## config.mk

```make
export PLATFORM = sky130hd
export DESIGN_NAME = dsfd_chan
export DESIGN_NICKNAME = d
export VERILOG_FILES = /design/src/hdl/dsfd_pkg.sv /design/src/hdl/dsfd_chan.sv
export SDC_FILE = /design/constraint.sdc
export NUM_CORES = 2
export LEC_CHECK = 0
export BUFFER_PORTS_ARGS = -buffer_cell sky130_fd_sc_hd__buf_2
export CORE_ASPECT_RATIO = 0.75
export CORE_UTILIZATION = 52
export DETAILED_ROUTE_END_ITERATION = 8
export PLACE_DENSITY = 0.75
export SKIP_CTS_REPAIR_TIMING = 1
export SLEW_MARGIN = 10
export SYNTH_ARGS = -nofsm -noshare
export SYNTH_HDL_FRONTEND = slang
export SYNTH_SLANG_ARGS = --single-unit
```

## constraint.sdc

```tcl
create_clock -name clk_i -period 14 [get_ports clk_i]
set_input_delay 1.4 -clock clk_i [delete_from_list [all_inputs] [get_ports clk_i]]
set_output_delay 1.4 -clock clk_i [all_outputs]
set_load 0.03 [all_outputs]
```

## src/hdl/dsfd_pkg.sv

```systemverilog
// Shared types, constants and coefficient tables for the dual stereo feedback delay.
`timescale 1ns / 1ps

package dsfd_pkg;

  // Default sizes.
  localparam int SampleBitsDef = 24;
  localparam int MaxDelayDef   = 65536;

  // Register field widths.
  localparam int LenW     = 17;
  localparam int LevelsW  = 21;
  localparam int CodeW    = 7;
  localparam int RegDataW = 32;
  localparam int PaddrW   = 5;

  // Fixed point: coefficients are Q1.16.
  localparam int FracBits = 16;
  localparam int QOne     = 65536;
  localparam int RndHalf  = 32768;
  localparam int QDiv     = 127;
  localparam int FbShift  = 9;
  localparam int CoefW    = 17;
  localparam int MulCoefW = 18;

  // Register reset values.
  localparam int LenAReset    = 13585;
  localparam int LenBReset    = 10673;
  localparam int LevelsAReset = 1228859;
  localparam int LevelsBReset = 1245116;

  typedef enum logic [2:0] {
    REG_A_LEN    = 3'd0,
    REG_B_LEN    = 3'd1,
    REG_A_LEVELS = 3'd2,
    REG_B_LEVELS = 3'd3,
    REG_CROSS    = 3'd4,
    REG_DAMP     = 3'd5
  } reg_idx_e;

  typedef enum logic [2:0] {
    ST_IDLE,
    ST_FETCH,
    ST_RUN,
    ST_WB,
    ST_OUT
  } dsfd_state_e;

  typedef enum logic [3:0] {
    CH_IDLE,
    CH_GP,
    CH_MIX0,
    CH_MIX1,
    CH_IN,
    CH_FB,
    CH_D,
    CH_DH,
    CH_Y
  } chan_step_e;

  // Coefficients that one channel of one line needs for an item.
  typedef struct packed {
    logic [CoefW-1:0]           gain;
    logic signed [MulCoefW-1:0] pan;
    logic [CoefW-1:0]           own_gain;
    logic [CoefW-1:0]           other_gain;
    logic [CoefW-1:0]           fb;
    logic [CoefW-1:0]           damp_new;
    logic [CoefW-1:0]           damp_old;
  } coef_t;

  typedef logic [CoefW-1:0] coef_tbl_t [128];

  // round(code * 65536 / 127) for every 7-bit code.
  function automatic coef_tbl_t build_gain_tbl();
    coef_tbl_t tbl;
    for (int i = 0; i < 128; i++) begin
      tbl[i] = CoefW'((i * QOne + QDiv / 2) / QDiv);
    end
    return tbl;
  endfunction

  // round((2 * code + 1) * 32768 / 127) for every 7-bit code.
  function automatic coef_tbl_t build_pan_tbl();
    coef_tbl_t tbl;
    for (int i = 0; i < 128; i++) begin
      tbl[i] = CoefW'(((2 * i + 1) * (QOne / 2) + QDiv / 2) / QDiv);
    end
    return tbl;
  endfunction

  localparam coef_tbl_t GainTbl = build_gain_tbl();
  localparam coef_tbl_t PanTbl  = build_pan_tbl();

endpackage

```

## src/hdl/dsfd_chan.sv

```systemverilog
// One channel of one delay line: a sequenced multiply unit for mix, feedback and damping.
`timescale 1ns / 1ps

module dsfd_chan import dsfd_pkg::*; #(
  parameter int SAMPLE_BITS = SampleBitsDef
) (
  input  logic                          clk_i,
  input  logic                          rst_ni,
  input  logic                          start_i,
  input  coef_t                         coef_i,
  input  logic signed [SAMPLE_BITS-1:0] x_i,
  input  logic signed [SAMPLE_BITS-1:0] own_i,
  input  logic signed [SAMPLE_BITS-1:0] other_i,
  input  logic signed [SAMPLE_BITS-1:0] old_i,
  output logic                          done_o,
  output logic signed [SAMPLE_BITS+1:0] d_o,
  output logic signed [SAMPLE_BITS-1:0] y_o
);

  localparam int SB = SAMPLE_BITS;
  localparam int AW = SB + 2;
  localparam int DW = SB + 2;
  localparam int PW = AW + MulCoefW;

  localparam logic signed [PW:0] SatHi = $signed({{(PW + 2 - SB){1'b0}}, {(SB - 1){1'b1}}});
  localparam logic signed [PW:0] SatLo = ~SatHi;

  chan_step_e step_q, step_d;

  logic signed [AW-1:0]       mul_a;
  logic signed [MulCoefW-1:0] mul_b;
  logic                       gp_ld, acc_ld, mix_ld, t_ld, d_ld, y_ld;

  logic signed [PW-1:0]       prod_q;
  logic signed [PW:0]         acc_q;
  logic signed [MulCoefW-1:0] gp_q;
  logic signed [SB-1:0]       mix_q;
  logic signed [SB:0]         t_q;
  logic signed [DW-1:0]       d_q;
  logic signed [SB-1:0]       y_q;

  logic signed [PW-1:0]       rnd_prod;
  logic signed [PW:0]         sum_all;
  logic signed [PW:0]         rnd_sum;
  logic signed [SB-1:0]       y_sat;

  always_ff @(posedge clk_i or negedge rst_ni) begin
    if (!rst_ni) begin
      step_q <= CH_IDLE;
    end else begin
      step_q <= step_d;
    end
  end

  always_comb begin
    step_d = step_q;
    mul_a  = '0;
    mul_b  = '0;
    gp_ld  = 1'b0;
    acc_ld = 1'b0;
    mix_ld = 1'b0;
    t_ld   = 1'b0;
    d_ld   = 1'b0;
    y_ld   = 1'b0;
    done_o = 1'b0;
    case (step_q)
      CH_IDLE: begin
        if (start_i) begin
          step_d = CH_GP;
        end
      end
      CH_GP: begin
        mul_a  = $signed({{(AW - CoefW){1'b0}}, coef_i.gain});
        mul_b  = coef_i.pan;
        step_d = CH_MIX0;
      end
      CH_MIX0: begin
        mul_a  = AW'(own_i);
        mul_b  = $signed({1'b0, coef_i.own_gain});
        gp_ld  = 1'b1;
        step_d = CH_MIX1;
      end
      CH_MIX1: begin
        mul_a  = AW'(other_i);
        mul_b  = $signed({1'b0, coef_i.other_gain});
        acc_ld = 1'b1;
        step_d = CH_IN;
      end
      CH_IN: begin
        mul_a  = AW'(x_i);
        mul_b  = gp_q;
        mix_ld = 1'b1;
        step_d = CH_FB;
      end
      CH_FB: begin
        mul_a  = AW'(mix_q);
        mul_b  = $signed({1'b0, coef_i.fb});
        t_ld   = 1'b1;
        step_d = CH_D;
      end
      CH_D: begin
        // The old filter state does not depend on d, so its product goes first.
        mul_a  = AW'(old_i);
        mul_b  = $signed({1'b0, coef_i.damp_old});
        d_ld   = 1'b1;
        step_d = CH_DH;
      end
      CH_DH: begin
        mul_a  = AW'(d_q);
        mul_b  = $signed({1'b0, coef_i.damp_new});
        acc_ld = 1'b1;
        step_d = CH_Y;
      end
      CH_Y: begin
        y_ld   = 1'b1;
        done_o = 1'b1;
        step_d = CH_IDLE;
      end
      default: begin
        step_d = CH_IDLE;
      end
    endcase
  end

  // Round half up by the arithmetic shift of the biased value.
  assign rnd_prod = (prod_q + PW'(RndHalf)) >>> FracBits;
  assign sum_all  = acc_q + (PW + 1)'(prod_q);
  assign rnd_sum  = sum_all >>> FracBits;

  always_comb begin
    if (rnd_sum > SatHi) begin
      y_sat = $signed({1'b0, {(SB - 1){1'b1}}});
    end else if (rnd_sum < SatLo) begin
      y_sat = $signed({1'b1, {(SB - 1){1'b0}}});
    end else begin
      y_sat = rnd_sum[SB-1:0];
    end
  end

  always_ff @(posedge clk_i) begin
    prod_q <= mul_a * mul_b;
    if (acc_ld) begin
      acc_q <= (PW + 1)'(prod_q) + (PW + 1)'(RndHalf);
    end
    if (gp_ld) begin
      gp_q <= rnd_prod[MulCoefW-1:0];
    end
    if (mix_ld) begin
      mix_q <= rnd_sum[SB-1:0];
    end
    if (t_ld) begin
      t_q <= rnd_prod[SB:0];
    end
    if (d_ld) begin
      d_q <= DW'(t_q) - DW'($signed(rnd_prod[SB-1:0]));
    end
    if (y_ld) begin
      y_q <= y_sat;
    end
  end

  assign d_o = d_q;
  assign y_o = y_q;

endmodule

```

# Word level (Yosys, flattened, before mapping)
# Index checks and enable logic that the tools add are counted.
word_totals:
  output_inout_bits: 51
  ramBits: 0
  mem_bits_ro: 0
  latchBits: 0
  elab_cells: 37
  n_memories: 0
  regBits: 210
  inputBits: 219
classes:
  eq_ne: 9
  shifts: 0
  add_sub_neg: 4
  mux: 11
  div: 0
  order_cmp: 2
  n_reduce_logical: 2
  n_bitwise: 0
  multipliers: 1
op_table:
  columns: ["cell", "n"]
  rows:
  - ["$pmux W26 S7", 1]
  - ["$pmux W18 S7", 1]
  - ["$add A44 B17 Y45 const B", 1]
  - ["$add A45 B44 Y45", 1]
  - ["$mul A26 B18 Y44", 1]
  - ["$add A41 B17 Y41 const B", 1]
  - ["$pmux W4 S8", 1]
  - ["$gt A29 B24 Y1 const B", 1]
  - ["$lt A29 B24 Y1 const B", 1]
  - ["$sub A25 B24 Y26", 1]
  - ["$mux W24", 1]
  - ["$eq A4 B3 Y1 const B", 4]
  - ["$eq A4 B2 Y1 const B", 2]
  - ["$mux W1", 6]
  - ["$eq A4 B1 Y1 const B", 1]
  - ["$eq A4 B4 Y1 const B", 1]
  - ["$logic_not A4 Y1", 1]
  - ["$mux W4", 1]
  - ["$ne A2 B2 Y1 const B", 1]
  - ["$reduce_or A2 Y1", 1]

# Depth between registers and ports, before layout
logic_depth:
  depth_word: 3
  mapped_depth: 33
  ltp_nobuf: 30

# Worst setup path after synthesis
# No wires, ideal clock.
synth_path:
  kind: "flip-flop to flip-flop"
  startpoint: "reg step_q[3]"
  endpoint: "reg prod_q[43]"
  slack_ps: 5247
  n_path_buf: 4
  arrival_ps: 8628
  setup_time_ps: 125
  stages_incl_launch_ff: 31
  period_less_slack_ps: 8753
  required_ps: 13875
  cell_sequence: "dfrtp_1 clkbuf_1 nand2b_1 nor2_1 clkbuf_1 clkbuf_1 a22oi_1 nand3_1 clkbuf_1 nand2_1 fa_1 inv_1 fa_1 fa_1 fa_1 fa_1 inv_1 fa_1 inv_1 ha_1 a21oi_1 o21ai_0 a21oi_1 o21ai_0 a221oi_2 o21ai_0 a22oi_2 a2111oi_4 a2111oi_0 o31ai_1 xnor2_1"
synth_via:
  elab_chain_cells: 3
  elab_cells_between_ends: 10
  cone_classes: "mul: 1; eq/ne: 7; mux: 2"
synth_lines:
  columns: ["item", "line", "rtl"]
  rows:
  - ["start: declaration", "dsfd_chan.sv:28", "chan_step_e step_q, step_d;"]
  - ["start signal: assignment", "dsfd_chan.sv:51", "step_q <= step_d;"]
  - ["$eq A4 B3 Y1 (tied with other cells)", "dsfd_chan.sv:66", "case (step_q)"]
  - ["$pmux W26 S7 / $pmux W18 S7 (equally long branches)", "dsfd_chan.sv:66", null]
  - ["$mul A26 B18 Y44 *", "dsfd_chan.sv:141", "prod_q <= mul_a * mul_b;"]
  - ["end signal: assignment", "dsfd_chan.sv:141", null]
  - ["end: declaration", "dsfd_chan.sv:34", "logic signed [PW-1:0] prod_q;"]
# Every way passes the cells marked *; elsewhere a longest branch is shown, timed or not.
# A chain may end at the register's enable or synchronous reset.

# Worst setup path after layout
layout_path:
  startpoint: "reg step_q[0]"
  endpoint: "reg prod_q[43]"
# Same word-level chain as after synthesis.

==> flow_summary_export.csv <==
group,metric,value,unit
sta,min_period,10.27,ns
routing,wl_met1,33800,microns
routing,drc,0,
routing,drt_iter0_drc,2193,
logic_synthesis,seq_area_frac_synth,21.3,%
floorplan,die_area,0.0537,sq mm
logic_synthesis,synth_area,0.0274,sq mm
routing,met2RoutedLength,37400,microns
layout,fill_cells,4506,
floorplan,core-area,0.0518,sq mm
floorplan,die_h,201,microns
sta,worst_pin_slew,1.19,ns
placed_design,placed_area,0.0295,sq mm
worst_setup_path,r2r-start,"step_q[0]",
sta,maxSlewViolCount,0,
sta,tns,0,ns
worst_setup_path,crit_path_end_kind,"flop",
logic_synthesis,synthArstFlopShare,1.90,%
logic_synthesis,synth_edf_count,162,
routing,vias,21970,
sta,setup_viol,0,
routing,routed_wl,84100,microns
clocking,cts_inserted_buffers,21,
layout,final_nets,3943,
worst_setup_path,r2r_cells,29,
logic_synthesis,postSynthNetCount,3738,
logic_synthesis,synth.avg_cell_area,9.52,sq um
hold_path,hold_end,"acc_q[9]",
logic_synthesis,synth_cell_types,79,
worst_setup_path,crit_buf_inv,6,
clocking,tritoncts,"built",
logic_synthesis,synth_area_leaders,"fa_1, edfxtp_1, inv_1",
routing,wl_met3,9350,microns
worst_setup_path,rrSetupSlack,3.73,ns
global_routing,first_global_vias,22709,
worst_setup_path,crit_start,"step_q[0]",
routing,ant_nets,0,
logic_synthesis,ys.warnings.count,0,
worst_setup_path,worstReg2RegEnd,"prod_q[43]",
worst_setup_path,worst_path_max_delay_cell,"o21ai_0",
clocking,cts_htree_levels,1,
placed_design,dp_hpwl,68100,microns
floorplan,rows,72,
global_routing,grt_pass1_wl,131000,microns
worst_setup_path,max_stage_delay,0.83,ns
worst_setup_path,crit_family,"compound AO/OA/AOI/OAI gates",
floorplan,start_util,53.0,%
worst_setup_path,startpoint_type,"flop",
routing,viasPerCell,5.77,
layout,drive_gt1_share,12.2,%
placed_design,place_congestion,0.970,
logic_synthesis,synthTopCellsByCount,"inv_1, fa_1, nand2_1",
outcome,status,"complete, no violations",
worst_setup_path,critPathRequiredTime,14.37,ns
clocking,clockBufferDepth,3,
global_routing,grt_max_degree,61,
logic_synthesis,synth_top_cell_by_area,"fa_1",
logic_synthesis,postSynthCellCount,2883,
worst_setup_path,arrival,10.64,ns
floorplan,ios,270,
logic_synthesis,synth_flop_cell,"edfxtp_1",
layout,synthToLayoutAreaGrowth,10.0,%
logic_synthesis,ys_seq_elements,210,
clocking,clk_latency,0.53,ns
logic_synthesis,netlist.area_leader.share,33.5,%
hold_path,hold_path_depth,0,
clocking,numClockSinks,210,
routing,top_layer_used,"met4",
placed_design,portBuffers,269,
layout,design_area,0.0302,sq mm
logic_synthesis,yosysMostFrequentCell,"inv_1",
global_routing,grt.total_usage,32.0,%
routing,routedWlPerCell,22.1,microns
hold_path,min_path_type,"reg2reg",
sta,relSlewSlack,20.4,%
sta,rsz0062_at_grt,"false",
layout,final_util,58.3,%
clocking,path_clk_slew,0.07,ns
sta,timing.fmax,97.4,MHz
hold_path,hp-start,"prod_q[9]",
global_routing,grt_antenna_before_repair,1,
global_routing,gr-total-overflow,0,
sta,hold_violations,0,
routing,drtPass1Iterations,7,
run,drv_cap,0,
sta,fin_worst_skew,0.0280,ns
sta,period_share,73.3,%
clocking,clockRootBuffer,"clkbuf_16",
worst_setup_path,crit_fanout,30,
worst_setup_path,path_class,"reg2reg",
floorplan,die_w,267,microns
==> per-layer routing <==
layer,up-vias,GRT usage (%)
met1,10971,44.6
met2,1222,49.1
li1,9558,-
met4,0,11.0
met3,219,7.73
met5,-,0
==> how the worst max path moves through the flow <==
stage	cells after the start	slack, ns	endpoint
2_1_floorplan	30	5.25	prod_q[43]
3_5_place_dp	30	4.12	prod_q[43]
5_1_grt	30	3.35	prod_q[43]
6_report	29	3.73	prod_q[43]
3_3_place_gp	27	4.49	prod_q[36]
4_1_cts	30	4.06	prod_q[43]
==> cell families (layout without fill, tap and decap cells) <==
group	after synthesis	count (layout)	synth area share, %
xor gates and xnor gates	123	123	3.93
DFF	210	210	21.3
buffers and inverters	731	951	10.1
and+or+nand+nor	788	788	12.7
adders and majority gates	636	636	41.6
muxes	7	7	0.274
AOI/OAI and AO/OA	388	388	10.2
other	0	1	0
==> placed cells by master, fill, tap and decap left out, drive strengths merged, types with 63 or more instances in the layout <==
cell	instances
edfxtp	162
xnor2	77
buf	297
o21ai	63
fa	459
inv	617
a22oi	85
ha	177
a21oi	85
nor2	228
nand2	332
==> worst reg2reg max path: cells and delay by family, from the launching register on <==
family | cells | cell delay (ns)
compound gates | 10 | 3.48
fa+ha+maj | 7 | 3.17
flops | 1 | 0.80
xor+xnor | 1 | 0.15
simple gates | 5 | 1.78
buf+inv | 6 | 0.72
==> flip-flops by register name (all words and copies together) (netlist names) <==
signal,count
gp_q,18
t_q,25
prod_q,44
step_q,4
acc_q,45
y_o,24
d_o,26
mix_q,24
==> layout make-up <==
class / instances / area [sq um] / share of cell area (%)
multi-input combinational: 1942 / 18900 / 62.7
clock buffer: 29 / 598 / 1.98
clock inverter: 9 / 77.6 / 0.257
antenna: 1 / 2.50 / 0.00829
tap: 703 / 880 / 2.91
sequential: 210 / 5850 / 19.4
inverter: 616 / 2310 / 7.66
timing repair buffer: 297 / 1560 / 5.15
==> through the flow <==
step                hold WS, ns  instances  setup WS [ns]
finish                    0.445       3807           3.73
global route              0.462       3807           3.35
floorplan                 0.408       2883           5.25
CTS                       0.444       3806           4.06
global placement          0.423       3768           4.49
detailed placement        0.431       3768           4.12
Power is left out: the tool's default activity adds up to more than one toggle a clock period on the data nets, which glitch-free logic cannot reach.
